**config.mk**
```make
export PLATFORM = sky130hd
export DESIGN_NAME = shared_exclusive_lock_table_core
export DESIGN_NICKNAME = d
export VERILOG_FILES = /design/src/slt_pkg.sv /design/src/slt_front.sv /design/src/slt_engine.sv /design/src/slt_rsp_queue.sv /design/src/shared_exclusive_lock_table_core.sv
export SDC_FILE = /design/constraint.sdc
export NUM_CORES = 2
export LEC_CHECK = 0
export ABC_CLOCK_PERIOD_IN_PS = 10600
export BUFFER_PORTS_ARGS = -buffer_cell sky130_fd_sc_hd__clkbuf_2
export CORE_MARGIN = 4
export CORE_UTILIZATION = 30
export DETAILED_ROUTE_END_ITERATION = 8
export PLACE_DENSITY = 0.52
export SYNTH_ARGS = -nofsm -noshare
export SYNTH_HDL_FRONTEND = slang
export SYNTH_HIERARCHICAL = 1
export SYNTH_MEMORY_MAX_BITS = 65536
export SYNTH_SLANG_ARGS = --single-unit
```
**constraint.sdc**
```tcl
create_clock -name clk_i -period 10.6 [get_ports clk_i]
set_clock_uncertainty 0.1 [all_clocks]
set_input_delay 1.06 -clock clk_i [delete_from_list [all_inputs] [get_ports clk_i]]
set_output_delay 1.06 -clock clk_i [all_outputs]
set_load 0.02 [all_outputs]
```
**src/slt_pkg.sv**
```systemverilog
// Shared types and constants for the shared/exclusive lock table.
// Used by slt_front, slt_engine, slt_rsp_queue and the core top level.
package slt_pkg;

  localparam int unsigned ENTRIES = 64;
  localparam int unsigned IDX_W   = $clog2(ENTRIES);
  localparam int unsigned CNT_W   = $clog2(ENTRIES + 1);
  localparam int unsigned RES_W   = 32;
  localparam int unsigned TXN_W   = 32;

  typedef enum logic [1:0] {
    ST_OK       = 2'd0,
    ST_CONFLICT = 2'd1,
    ST_FULL     = 2'd2,
    ST_NOT_HELD = 2'd3
  } status_e;

  typedef enum logic {
    OP_LOCK   = 1'b0,
    OP_UNLOCK = 1'b1
  } op_e;

  typedef struct packed {
    op_e              op;
    logic [RES_W-1:0] resource_id;
    logic [TXN_W-1:0] txn_id;
    logic             exclusive_mode;
  } cmd_t;

  typedef struct packed {
    logic    success;
    status_e status;
  } rsp_t;

endpackage

```
**src/slt_front.sv**
```systemverilog
// Request front end: decodes incoming words into commands and buffers two of them.
// Depends on slt_pkg.
module slt_front (
  input  logic              clk_i,
  input  logic              rst_ni,
  input  logic              push_i,
  output logic              full_o,
  input  logic              req_type_i,
  input  logic [31:0]       resource_id_i,
  input  logic [31:0]       txn_id_i,
  input  logic              exclusive_mode_i,
  output slt_pkg::cmd_t     cmd_o,
  output logic              cmd_valid_o,
  input  logic              cmd_ready_i
);
  import slt_pkg::*;

  cmd_t       buf_q [2];
  cmd_t       in_cmd;
  logic       wr_ptr_q, rd_ptr_q;
  logic [1:0] cnt_q;
  logic       wr_en, rd_en;

  // Classify: unlock carries no mode
  always_comb begin
    in_cmd.op             = req_type_i ? OP_UNLOCK : OP_LOCK;
    in_cmd.resource_id    = resource_id_i;
    in_cmd.txn_id         = txn_id_i;
    in_cmd.exclusive_mode = exclusive_mode_i & ~req_type_i;
  end

  assign full_o      = (cnt_q == 2'd2);
  assign cmd_valid_o = (cnt_q != 2'd0);
  assign cmd_o       = buf_q[rd_ptr_q];
  assign wr_en       = push_i && !full_o;
  assign rd_en       = cmd_valid_o && cmd_ready_i;

  always_ff @(posedge clk_i or negedge rst_ni) begin
    if (!rst_ni) begin
      wr_ptr_q <= 1'b0;
      rd_ptr_q <= 1'b0;
      cnt_q    <= 2'd0;
    end else begin
      if (wr_en) wr_ptr_q <= ~wr_ptr_q;
      if (rd_en) rd_ptr_q <= ~rd_ptr_q;
      case ({wr_en, rd_en})
        2'b10:   cnt_q <= cnt_q + 2'd1;
        2'b01:   cnt_q <= cnt_q - 2'd1;
        default: cnt_q <= cnt_q;
      endcase
    end
  end

  always_ff @(posedge clk_i) begin
    if (wr_en) buf_q[wr_ptr_q] <= in_cmd;
  end

endmodule

```
**src/slt_engine.sv**
```systemverilog
// Lock table engine: slot memory, valid bits and the one-slot-per-cycle scan.
// Depends on slt_pkg.
module slt_engine (
  input  logic          clk_i,
  input  logic          rst_ni,
  input  slt_pkg::cmd_t cmd_i,
  input  logic          cmd_valid_i,
  output logic          cmd_ready_o,
  output slt_pkg::rsp_t rsp_o,
  output logic          rsp_valid_o,
  input  logic          rsp_ready_i
);
  import slt_pkg::*;

  typedef enum logic [1:0] {
    E_IDLE,
    E_SCAN,
    E_RESP
  } state_e;

  typedef struct packed {
    logic [RES_W-1:0] resource_id;
    logic [TXN_W-1:0] txn_id;
    logic             exclusive_mode;
  } slot_t;

  slot_t              slot_mem [ENTRIES];
  slot_t              rd_data_q;
  logic [ENTRIES-1:0] slot_valid_q;

  state_e             state_q;
  cmd_t               cmd_q;
  logic [CNT_W-1:0]   issue_q;
  logic               chk_vld_q;
  logic               chk_valid_q;
  logic [IDX_W-1:0]   chk_idx_q;
  logic               free_found_q;
  logic [IDX_W-1:0]   free_idx_q;
  rsp_t               rsp_q;

  logic               rd_en;
  logic [IDX_W-1:0]   rd_idx;
  logic               res_hit, lock_conflict, unlock_hit, chk_last, free_any, finish;
  logic [IDX_W-1:0]   free_slot;
  logic               mem_we;
  rsp_t               rsp_d;

  assign cmd_ready_o = (state_q == E_IDLE);
  assign rsp_valid_o = (state_q == E_RESP);
  assign rsp_o       = rsp_q;

  assign rd_idx = issue_q[IDX_W-1:0];
  assign rd_en  = (state_q == E_SCAN) && (issue_q < CNT_W'(ENTRIES));

  // Check the slot read last cycle against the held command
  always_comb begin
    res_hit       = chk_valid_q && (rd_data_q.resource_id == cmd_q.resource_id);
    lock_conflict = (cmd_q.op == OP_LOCK) && res_hit &&
                    (rd_data_q.exclusive_mode || cmd_q.exclusive_mode);
    unlock_hit    = (cmd_q.op == OP_UNLOCK) && res_hit &&
                    (rd_data_q.txn_id == cmd_q.txn_id);
    chk_last      = (chk_idx_q == IDX_W'(ENTRIES - 1));
    free_any      = free_found_q || !chk_valid_q;
    free_slot     = free_found_q ? free_idx_q : chk_idx_q;
    finish        = (state_q == E_SCAN) && chk_vld_q &&
                    (lock_conflict || unlock_hit || chk_last);
    mem_we        = finish && (cmd_q.op == OP_LOCK) && !lock_conflict && free_any;

    // Conflict wins over table full
    if (lock_conflict) begin
      rsp_d = '{success: 1'b0, status: ST_CONFLICT};
    end else if (unlock_hit) begin
      rsp_d = '{success: 1'b1, status: ST_OK};
    end else if (cmd_q.op == OP_UNLOCK) begin
      rsp_d = '{success: 1'b0, status: ST_NOT_HELD};
    end else if (free_any) begin
      rsp_d = '{success: 1'b1, status: ST_OK};
    end else begin
      rsp_d = '{success: 1'b0, status: ST_FULL};
    end
  end

  always_ff @(posedge clk_i or negedge rst_ni) begin
    if (!rst_ni) begin
      state_q      <= E_IDLE;
      issue_q      <= '0;
      chk_vld_q    <= 1'b0;
      chk_valid_q  <= 1'b0;
      free_found_q <= 1'b0;
      slot_valid_q <= '0;
      rsp_q        <= '{success: 1'b0, status: ST_OK};
    end else begin
      case (state_q)
        E_IDLE: begin
          if (cmd_valid_i) begin
            issue_q      <= '0;
            chk_vld_q    <= 1'b0;
            free_found_q <= 1'b0;
            state_q      <= E_SCAN;
          end
        end
        E_SCAN: begin
          if (rd_en) begin
            issue_q     <= issue_q + CNT_W'(1);
            chk_valid_q <= slot_valid_q[rd_idx];
          end
          chk_vld_q <= rd_en;
          if (chk_vld_q && !chk_valid_q) free_found_q <= 1'b1;
          if (finish) begin
            rsp_q     <= rsp_d;
            chk_vld_q <= 1'b0;
            state_q   <= E_RESP;
            if (mem_we) slot_valid_q[free_slot] <= 1'b1;
            if (unlock_hit) slot_valid_q[chk_idx_q] <= 1'b0;
          end
        end
        E_RESP: begin
          if (rsp_ready_i) state_q <= E_IDLE;
        end
        default: state_q <= E_IDLE;
      endcase
    end
  end

  // Scan bookkeeping that needs no reset
  always_ff @(posedge clk_i) begin
    if (state_q == E_IDLE && cmd_valid_i) cmd_q <= cmd_i;
    if (rd_en) chk_idx_q <= rd_idx;
    if (chk_vld_q && !chk_valid_q && !free_found_q) free_idx_q <= chk_idx_q;
  end

  always_ff @(posedge clk_i) begin
    if (mem_we) begin
      slot_mem[free_slot] <= '{resource_id:    cmd_q.resource_id,
                               txn_id:         cmd_q.txn_id,
                               exclusive_mode: cmd_q.exclusive_mode};
    end
    if (rd_en) rd_data_q <= slot_mem[rd_idx];
  end

endmodule

```
**src/slt_rsp_queue.sv**
```systemverilog
// Two-word result queue between the engine and the output ports.
// Depends on slt_pkg.
module slt_rsp_queue (
  input  logic          clk_i,
  input  logic          rst_ni,
  input  slt_pkg::rsp_t rsp_i,
  input  logic          rsp_valid_i,
  output logic          rsp_ready_o,
  output slt_pkg::rsp_t rsp_o,
  output logic          empty_o,
  input  logic          pop_i
);
  import slt_pkg::*;

  rsp_t       buf_q [2];
  logic       wr_ptr_q, rd_ptr_q;
  logic [1:0] cnt_q;
  logic       wr_en, rd_en;

  assign rsp_ready_o = (cnt_q != 2'd2);
  assign empty_o     = (cnt_q == 2'd0);
  assign rsp_o       = buf_q[rd_ptr_q];
  assign wr_en       = rsp_valid_i && rsp_ready_o;
  assign rd_en       = pop_i && !empty_o;

  always_ff @(posedge clk_i or negedge rst_ni) begin
    if (!rst_ni) begin
      wr_ptr_q <= 1'b0;
      rd_ptr_q <= 1'b0;
      cnt_q    <= 2'd0;
    end else begin
      if (wr_en) wr_ptr_q <= ~wr_ptr_q;
      if (rd_en) rd_ptr_q <= ~rd_ptr_q;
      case ({wr_en, rd_en})
        2'b10:   cnt_q <= cnt_q + 2'd1;
        2'b01:   cnt_q <= cnt_q - 2'd1;
        default: cnt_q <= cnt_q;
      endcase
    end
  end

  always_ff @(posedge clk_i) begin
    if (wr_en) buf_q[wr_ptr_q] <= rsp_i;
  end

endmodule

```
**src/shared_exclusive_lock_table_core.sv**
```systemverilog
// Shared/exclusive lock table with 64 slots (slt_pkg::ENTRIES). Requests enter through a
// two-word queue (push/full) and results leave through a two-word queue (empty/pop), one
// result per request, in order. The engine handles one request at a time and walks the slot
// memory one slot per cycle through its single read port: a full scan visits all ENTRIES
// slots, while a lock that conflicts or an unlock that finds its holder stops early, at that
// slot. A granted lock takes the lowest free slot; an unlock frees the lowest slot matching
// resource and transaction. Valid bits clear at reset, so the table is usable right away.
// Depends on slt_pkg, slt_front, slt_engine, slt_rsp_queue.
module shared_exclusive_lock_table_core (
  input  logic        clk_i,
  input  logic        rst_ni,
  input  logic        push,
  output logic        full,
  input  logic        req_type_i,
  input  logic [31:0] resource_id_i,
  input  logic [31:0] txn_id_i,
  input  logic        exclusive_mode_i,
  output logic        empty,
  input  logic        pop,
  output logic        success_o,
  output logic [1:0]  status_o
);
  import slt_pkg::*;

  cmd_t cmd;
  logic cmd_valid, cmd_ready;
  rsp_t eng_rsp, out_rsp;
  logic rsp_valid, rsp_ready;

  slt_front u_front (
    .clk_i            (clk_i),
    .rst_ni           (rst_ni),
    .push_i           (push),
    .full_o           (full),
    .req_type_i       (req_type_i),
    .resource_id_i    (resource_id_i),
    .txn_id_i         (txn_id_i),
    .exclusive_mode_i (exclusive_mode_i),
    .cmd_o            (cmd),
    .cmd_valid_o      (cmd_valid),
    .cmd_ready_i      (cmd_ready)
  );

  slt_engine u_engine (
    .clk_i       (clk_i),
    .rst_ni      (rst_ni),
    .cmd_i       (cmd),
    .cmd_valid_i (cmd_valid),
    .cmd_ready_o (cmd_ready),
    .rsp_o       (eng_rsp),
    .rsp_valid_o (rsp_valid),
    .rsp_ready_i (rsp_ready)
  );

  slt_rsp_queue u_rsp_queue (
    .clk_i       (clk_i),
    .rst_ni      (rst_ni),
    .rsp_i       (eng_rsp),
    .rsp_valid_i (rsp_valid),
    .rsp_ready_o (rsp_ready),
    .rsp_o       (out_rsp),
    .empty_o     (empty),
    .pop_i       (pop)
  );

  assign success_o = out_rsp.success;
  assign status_o  = out_rsp.status;

  // Success and status ok agree whenever the reply queue is not empty
  a_success_status: assert property (@(posedge clk_i) disable iff (!rst_ni)
    !empty |-> (success_o == (status_o == ST_OK)))
    else $error("success and status disagree");

  // Engine takes no new command while it holds a result
  a_one_at_a_time: assert property (@(posedge clk_i) disable iff (!rst_ni)
    (cmd_valid && cmd_ready) |-> !rsp_valid)
    else $error("command taken while result pending");

  // Handing off a result returns the engine to idle
  a_idle_after_rsp: assert property (@(posedge clk_i) disable iff (!rst_ni)
    (rsp_valid && rsp_ready) |=> (!rsp_valid && cmd_ready))
    else $error("engine not idle after result handoff");

endmodule

```
# Word level (Yosys, flattened, before mapping)
# Memories as Yosys holds them, arrays and structs flattened. A register that Yosys moved wholly into a read port is not among the register bits.
# Index checks and enable logic that the tools add are counted.
# W data, S select, Z words.
[op_classes]
n_mux = 36
n_eq_ne = 16
div = 0
n_reduce_logical = 40
n_lt_le_gt_ge = 6
mul = 0
n_shift = 0
n_addsub = 5
bitwise = 10
[op_table]
columns = ["operator", "count"]
rows = [
  ["$mux W64", 4],
  ["$and A64 B64 Y64", 1],
  ["$eq A32 B32 Y1", 2],
  ["$not A64 Y64", 1],
  ["$or A64 B64 Y64", 1],
  ["$lt A6 B7 Y1 const B", 3],
  ["$logic_and A1 B1 Y1", 19],
  ["$mux W7", 2],
  ["$pmux W7 S2", 1],
  ["$mux W1", 13],
  ["$demux W1 S6", 2],
  ["$ge A6 B1 Y1 const B", 2],
  ["$mux W3", 4],
  ["$reduce_and A3 Y1", 3],
  ["$eq A2 B2 Y1 const B", 4],
  ["$pmux W2 S2", 2],
  ["$reduce_bool A2 Y1", 4],
  ["$add A7 B1 Y7 const B", 1],
  ["$lt A7 B7 Y1 const B", 1],
  ["$bmux W1 S6", 1],
  ["$eq A2 B1 Y1 const B", 3],
  ["$eq A6 B6 Y1 const B", 1],
  ["$mux W2", 3],
  ["$mux W6", 1],
  ["other kinds (12)", 34],
]
[word_totals]
wordCells = 132
latchBits = 0
ramBits = 4298
memories = 3
out_inout_bits = 5
register_bits = 99
mem_bits_ro = 0
input_bits = 70
[mem_list]
columns = ["memory", "words", "word_bits", "rd", "rd_ports_with_merged_regs", "wr", "line_no", "source"]
rows = [
  ["u_engine.slot_mem", 64, 65, 1, 1, 1, "slt_engine.sv:27", "slot_t slot_mem [ENTRIES];"],
  ["u_front.buf_q", 2, 66, 1, 1, 1, "slt_front.sv:18", "cmd_t buf_q [2];"],
  ["u_rsp_queue.buf_q", 2, 3, 1, 0, 1, "slt_rsp_queue.sv:15", "rsp_t buf_q [2];"],
]

# Longest topological paths before layout
[depth]
word_depth = 15
depth_mapped = 10
mapped_depth_nobuf = 7

# Cells and area by module
# Netlist, hierarchy kept.
[by_module_without_submodules]
columns = ["mod", "cells_per_inst", "instances", "area_each_um2", "seq_area_each_um2"]
rows = [
  ["slt_engine", 6585, 1, 166674.9, 131190.8],
  ["slt_front", 224, 1, 5081.1, 4063.9],
  ["slt_rsp_queue", 26, 1, 414.1, 280.3],
]

# Worst setup path after synthesis
# Ideal clock, no wire load.
[synth_timing]
path_type = "flip-flop to flip-flop"
start = "reg, netlist name u_engine/cmd_q[63]"
end = "mem u_engine/slot_mem[33][0] (netlist name) (enable)"
arrival_ps = 7647
stages_incl_launch_ff = 11
t_required_ps = 9932
setup_time_ps = 568
n_path_buf = 3
setup_slack_ps = 2286
path_cell_list = "edfxtp_1 -> xor2_1 -> or4_1 -> or4_4 -> nor3_4 -> a21o_1 -> buf_6 -> nand2_2 -> buf_6 -> buf_6 -> nor3_1"
[synth_between]
elab_chain_len = 12
[synth_lines]
columns = ["item", "line_no", "source"]
rows = [
  ["$eq A32 B32 Y1 *", "slt_engine.sv:57", "res_hit = chk_valid_q && (rd_data_q.resource_id == cmd_q.resource_id);"],
  ["$logic_and A1 B1 Y1 *", "slt_engine.sv:57", ""],
  ["$logic_and A1 B1 Y1 (on tied branches) (2 in a row)", "slt_engine.sv:58, slt_engine.sv:60", ""],
  ["$logic_or A1 B1 Y1 (2 in a row)", "slt_engine.sv:66", "(lock_conflict || unlock_hit || chk_last);"],
  ["$logic_and A1 B1 Y1", "slt_engine.sv:65", "finish = (state_q == E_SCAN) && chk_vld_q &&"],
  ["$logic_and A1 B1 Y1", "slt_engine.sv:67", "mem_we = finish && (cmd_q.op == OP_LOCK) && !lock_conflict && free_any;"],
  ["$logic_and A1 B1 Y1 * (2 in a row)", "slt_engine.sv:67", ""],
  ["$mux W1 *", "slt_engine.sv:133", "if (mem_we) begin"],
  ["$mux W1 (not written as such) *", "slt_engine.sv:134", "slot_mem[free_slot] <= '{resource_id: cmd_q.resource_id,"],
  ["end, declared", "slt_engine.sv:27", ""],
]
# Mark *: on every way between the ends. The rest lies on a longest branch, timed or not.

# Worst setup path after layout
[layout_timing]
start = "reg, netlist name u_engine/cmd_q[31]"
end = "mem u_engine/slot_mem[37][1] (netlist name) (enable)"
[layout_between]
elab_chain_len = 10
[layout_lines]
columns = ["item", "line_no", "source"]
rows = [
  ["$eq A32 B32 Y1", "slt_engine.sv:61", "(rd_data_q.txn_id == cmd_q.txn_id);"],
  ["$logic_and A1 B1 Y1", "slt_engine.sv:60", "unlock_hit = (cmd_q.op == OP_UNLOCK) && res_hit &&"],
  ["$logic_or A1 B1 Y1 (2 in a row)", "slt_engine.sv:66", ""],
  ["$logic_and A1 B1 Y1", "slt_engine.sv:65", ""],
  ["$logic_and A1 B1 Y1 (3 in a row)", "slt_engine.sv:67", ""],
  ["$mux W1", "slt_engine.sv:133", ""],
  ["$mux W1 (not written as such)", "slt_engine.sv:134", ""],
]
# No other way between the ends.

==> results.cfg <==
[place]
dp_hpwl_um = 270300
io_buffers = 74
preCtsSetupSlack_ps = 3966
gp_congestion = 0.7716

[logic_synthesis]
synth-seq-cells = 4528
netlist_instances = 6835
yosys-top-cells-count = edfxtp_1, mux4_2, clkbuf_1
seq_area_frac_synth_pct = 78.72
syn_area_mm2 = 0.1722
synth_top_area_share_pct = 77.46
synth_edf_count = 4441
synth_flop_cell = edfxtp_1
synth.distinct_cells = 62
syn_avg_cell_area_um2 = 25.19
synth_area_leader_cell = edfxtp_1
synth_nets = 6908
synth_warnings = 6
yosysMostFrequentCell = edfxtp_1
synthArstFlopShare_pct = 1.921
synth.area.top_cells = edfxtp_1, mux4_2, dfrtp_1

[clock_tree]
post_cts.repair.setup_buffers = 0
clk_pin_slew_worst_paths_ps = 60
cts_buffers = 464
root_buffer = clkbuf_16
cts.sinks = 4528
h-tree-depth = 5
worstSkewPairLatency_ps = 1020
cts_tree = yes
clockBufferDepth = 4

[run_status]
outcome = finished, final reports clean

[setup_path]
worstPathArrival_ps = 7030
critPathRequiredTime_ps = 11090
cp_slowest_cell = nor3_2
cp_top_family = buffers and inverters
path_max_fanout = 65
crit_top_cell = buf_4
crit_chain = buf_4 > xor2_1 > nor4_1 > nand4_1 > nor3_2 > buf_4 > a21o_1 > nand2_4 > buf_4 > nor3_2 > buf_4 > buf_4
cp_num_buf_inv = 5
path_class = reg -> reg
rrSetupSlack_ps = 4060
critPathCaptureType = register
cp_slowest_stage_delay_ps = 800
start_kind = register

[sta]
hold_violations = 0
fin_ws_ps = 4056
setup_tns_ps = 0
finalSetupViolCount = 0
slew_violations = 0
period_share_pct = 61.73
fmax_mhz = 152.8
worst_pin_slew_ps = 1339
maxSlewHeadroom_pct = 10.72
period_needed_ps = 6544
rsz0062_at_grt = no

[layout]
drive_above_1_share_pct = 33.42
fin_nets = 7412
nFillCells = 52110
area_growth_pct = 15.24

[drt]
routed_wirelength_um = 472700
post-route-drc-count = 0
vias = 78900
via_per_inst = 5.164
dr.pass1.iters = 6
wl_per_cell_um = 30.94
postRouteAntennaNets = 0
drt-initial-drc-count = 10130

[floorplanning]
core_region_area_mm2 = 0.5705
die_w_um = 765.6
row_count = 277
start_util_pct = 30.18
die-area_mm2 = 0.5861
num_io_pins = 75
fp.dieH_um = 765.6

[grt]
grt_pass1_wl_um = 657800
grt_overflow = 0
grt_antenna_before_repair = 48
grt_max_degree = 137
track_usage_pct = 15.84
grt_pass1_vias = 79810

[power]
power-per-cell-area_mw_per_mm2 = 252.7
total_leakage_power_nw = 60.63
peakVddDrop_v = 0.0002154
power_mw = 50.13

[flow_run]
maxCapViolations = 0

[hold_path]
hold_class = in -> reg
-- power by group --
part	internal, mW	total, mW	switching (mW)
Clock	8.93	15.9	6.93
Sequential	20.3	20.7	0.416
Combinational	6.09	13.6	7.49
-- repair_timing --
item,CTS,global route
hold buffers,1,0
resized for setup,0,0
endpoints found under the hold margin,26,0
-- worst reg2reg max path: cells and delay by family (launching register included) --
kind | cells | cell delay (ps)
flip-flops | 1 | 330
AO/OA/AOI/OAI | 1 | 320
XOR/XNOR | 1 | 410
buffers and inverters | 5 | 2590
AND/OR/NAND/NOR | 5 | 2220
-- cells in the final DEF, fill, tap and decap left out, drive strengths merged, types with 3 or more instances in the layout --
| master | count |
|---|---|
| o21ai | 11 |
| o21a | 4 |
| mux2 | 71 |
| nor3 | 79 |
| nor4 | 16 |
| mux4 | 1385 |
| bufinv | 34 |
| nand2 | 40 |
| o32a | 3 |
| and3 | 3 |
| o32ai | 3 |
| clkbuf | 636 |
| a31oi | 66 |
| dfrtp | 87 |
| or2 | 4 |
| a21oi | 66 |
| xnor2 | 31 |
| nand4 | 11 |
| ha | 3 |
| or4 | 5 |
| diode | 15 |
| clkinvlp | 20 |
| edfxtp | 4441 |
| nor2 | 51 |
| clkinv | 228 |
| nand3 | 11 |
| nand2b | 15 |
| buf | 304 |
| and2 | 3 |
| xor2 | 47 |
| inv | 22 |
| nor2b | 5 |
-- sequential cells by signal, indices dropped and copies added, names as in the netlist, 2 cells and up --
register,count
u_engine/cmd_q,66
u_front/buf_q,132
u_engine/rsp_o,3
u_engine/slot_mem,4160
u_front/cnt_q,2
u_engine/rd_data_q,65
u_rsp_queue/cnt_q,2
u_engine/free_idx_q,6
u_engine/state_q,2
u_engine/issue_q,7
u_engine/slot_valid_q,64
u_engine/chk_idx_q,6
u_rsp_queue/buf_q,6
-- routing by layer --
metal / global-route usage [%] / up-vias / wire length [um] / part of all wire, %
met5: 0 / - / 34 / 0.0072
met1: 22.63 / 44130 / 200800 / 42
met3: 2.738 / 579 / 35910 / 7.6
met2: 25.58 / 3234 / 226200 / 48
met4: 3.249 / 6 / 9795 / 2.1
li1: - / 30950 / - / -
-- area by class of cell --
class	count	area, um2	area share [%]
clock inverter	296	2705	1.363
multi-input combinational	1959	35630	17.96
sequential	4528	135600	68.33
timing repair buffer	378	2958	1.491
clock buffer	563	12050	6.072
tap	7533	9425	4.751
inverter	8	35.03	0.01766
antenna	15	37.54	0.01892
-- worst paths after layout --
| path | to | cells after the start | startpoint |
|---|---|---|---|
| worst max register to register | u_engine/slot_mem[37][1] | 12 | u_engine/cmd_q[31] |
| worst min-delay path | u_front/buf_q[0][49] | 1 | resource_id_i[16] |
| min in group asynchronous | u_rsp_queue/cnt_q[1] | 2 | rst_ni |
| worst min register to register | u_rsp_queue/wr_ptr_q | 1 | u_rsp_queue/wr_ptr_q |
| max in group asynchronous | u_engine/issue_q[3] | 3 | rst_ni |
| worst max-delay path | u_engine/slot_mem[37][1] | 12 | u_engine/cmd_q[31] |
-- per-stage QoR --
stage / util [%] / hold WS, ps / area [um2] / cells
CTS: 34.77 / 17.18 / 198400 / 15270
finish: 34.78 / 137.7 / 198400 / 15280
global route: 34.78 / 70.03 / 198400 / 15270
global placement: 32.18 / 378.5 / 183600 / 14410
detailed placement: 32.18 / 388.3 / 183600 / 14410
floorplan: - / 323.1 / 172200 / 6835
-- logic make-up (layout without fill, tap and decap cells) --
| kind of cell | after synthesis | in the layout | share of synthesized area, % |
|---|---|---|---|
| AO/OA/AOI/OAI | 167 | 167 | 0.5821 |
| XOR/XNOR | 78 | 78 | 0.3968 |
| adder cells (fa/ha/maj) | 3 | 3 | 0.02180 |
| buffers and inverters | 348 | 1245 | 0.8110 |
| flip-flops | 4528 | 4528 | 78.72 |
| multiplexers | 1458 | 1458 | 18.66 |
| other | 0 | 15 | 0 |
| AND/OR/NAND/NOR | 253 | 253 | 0.8081 |
Note: power is estimated with default switching activity, not from simulation.
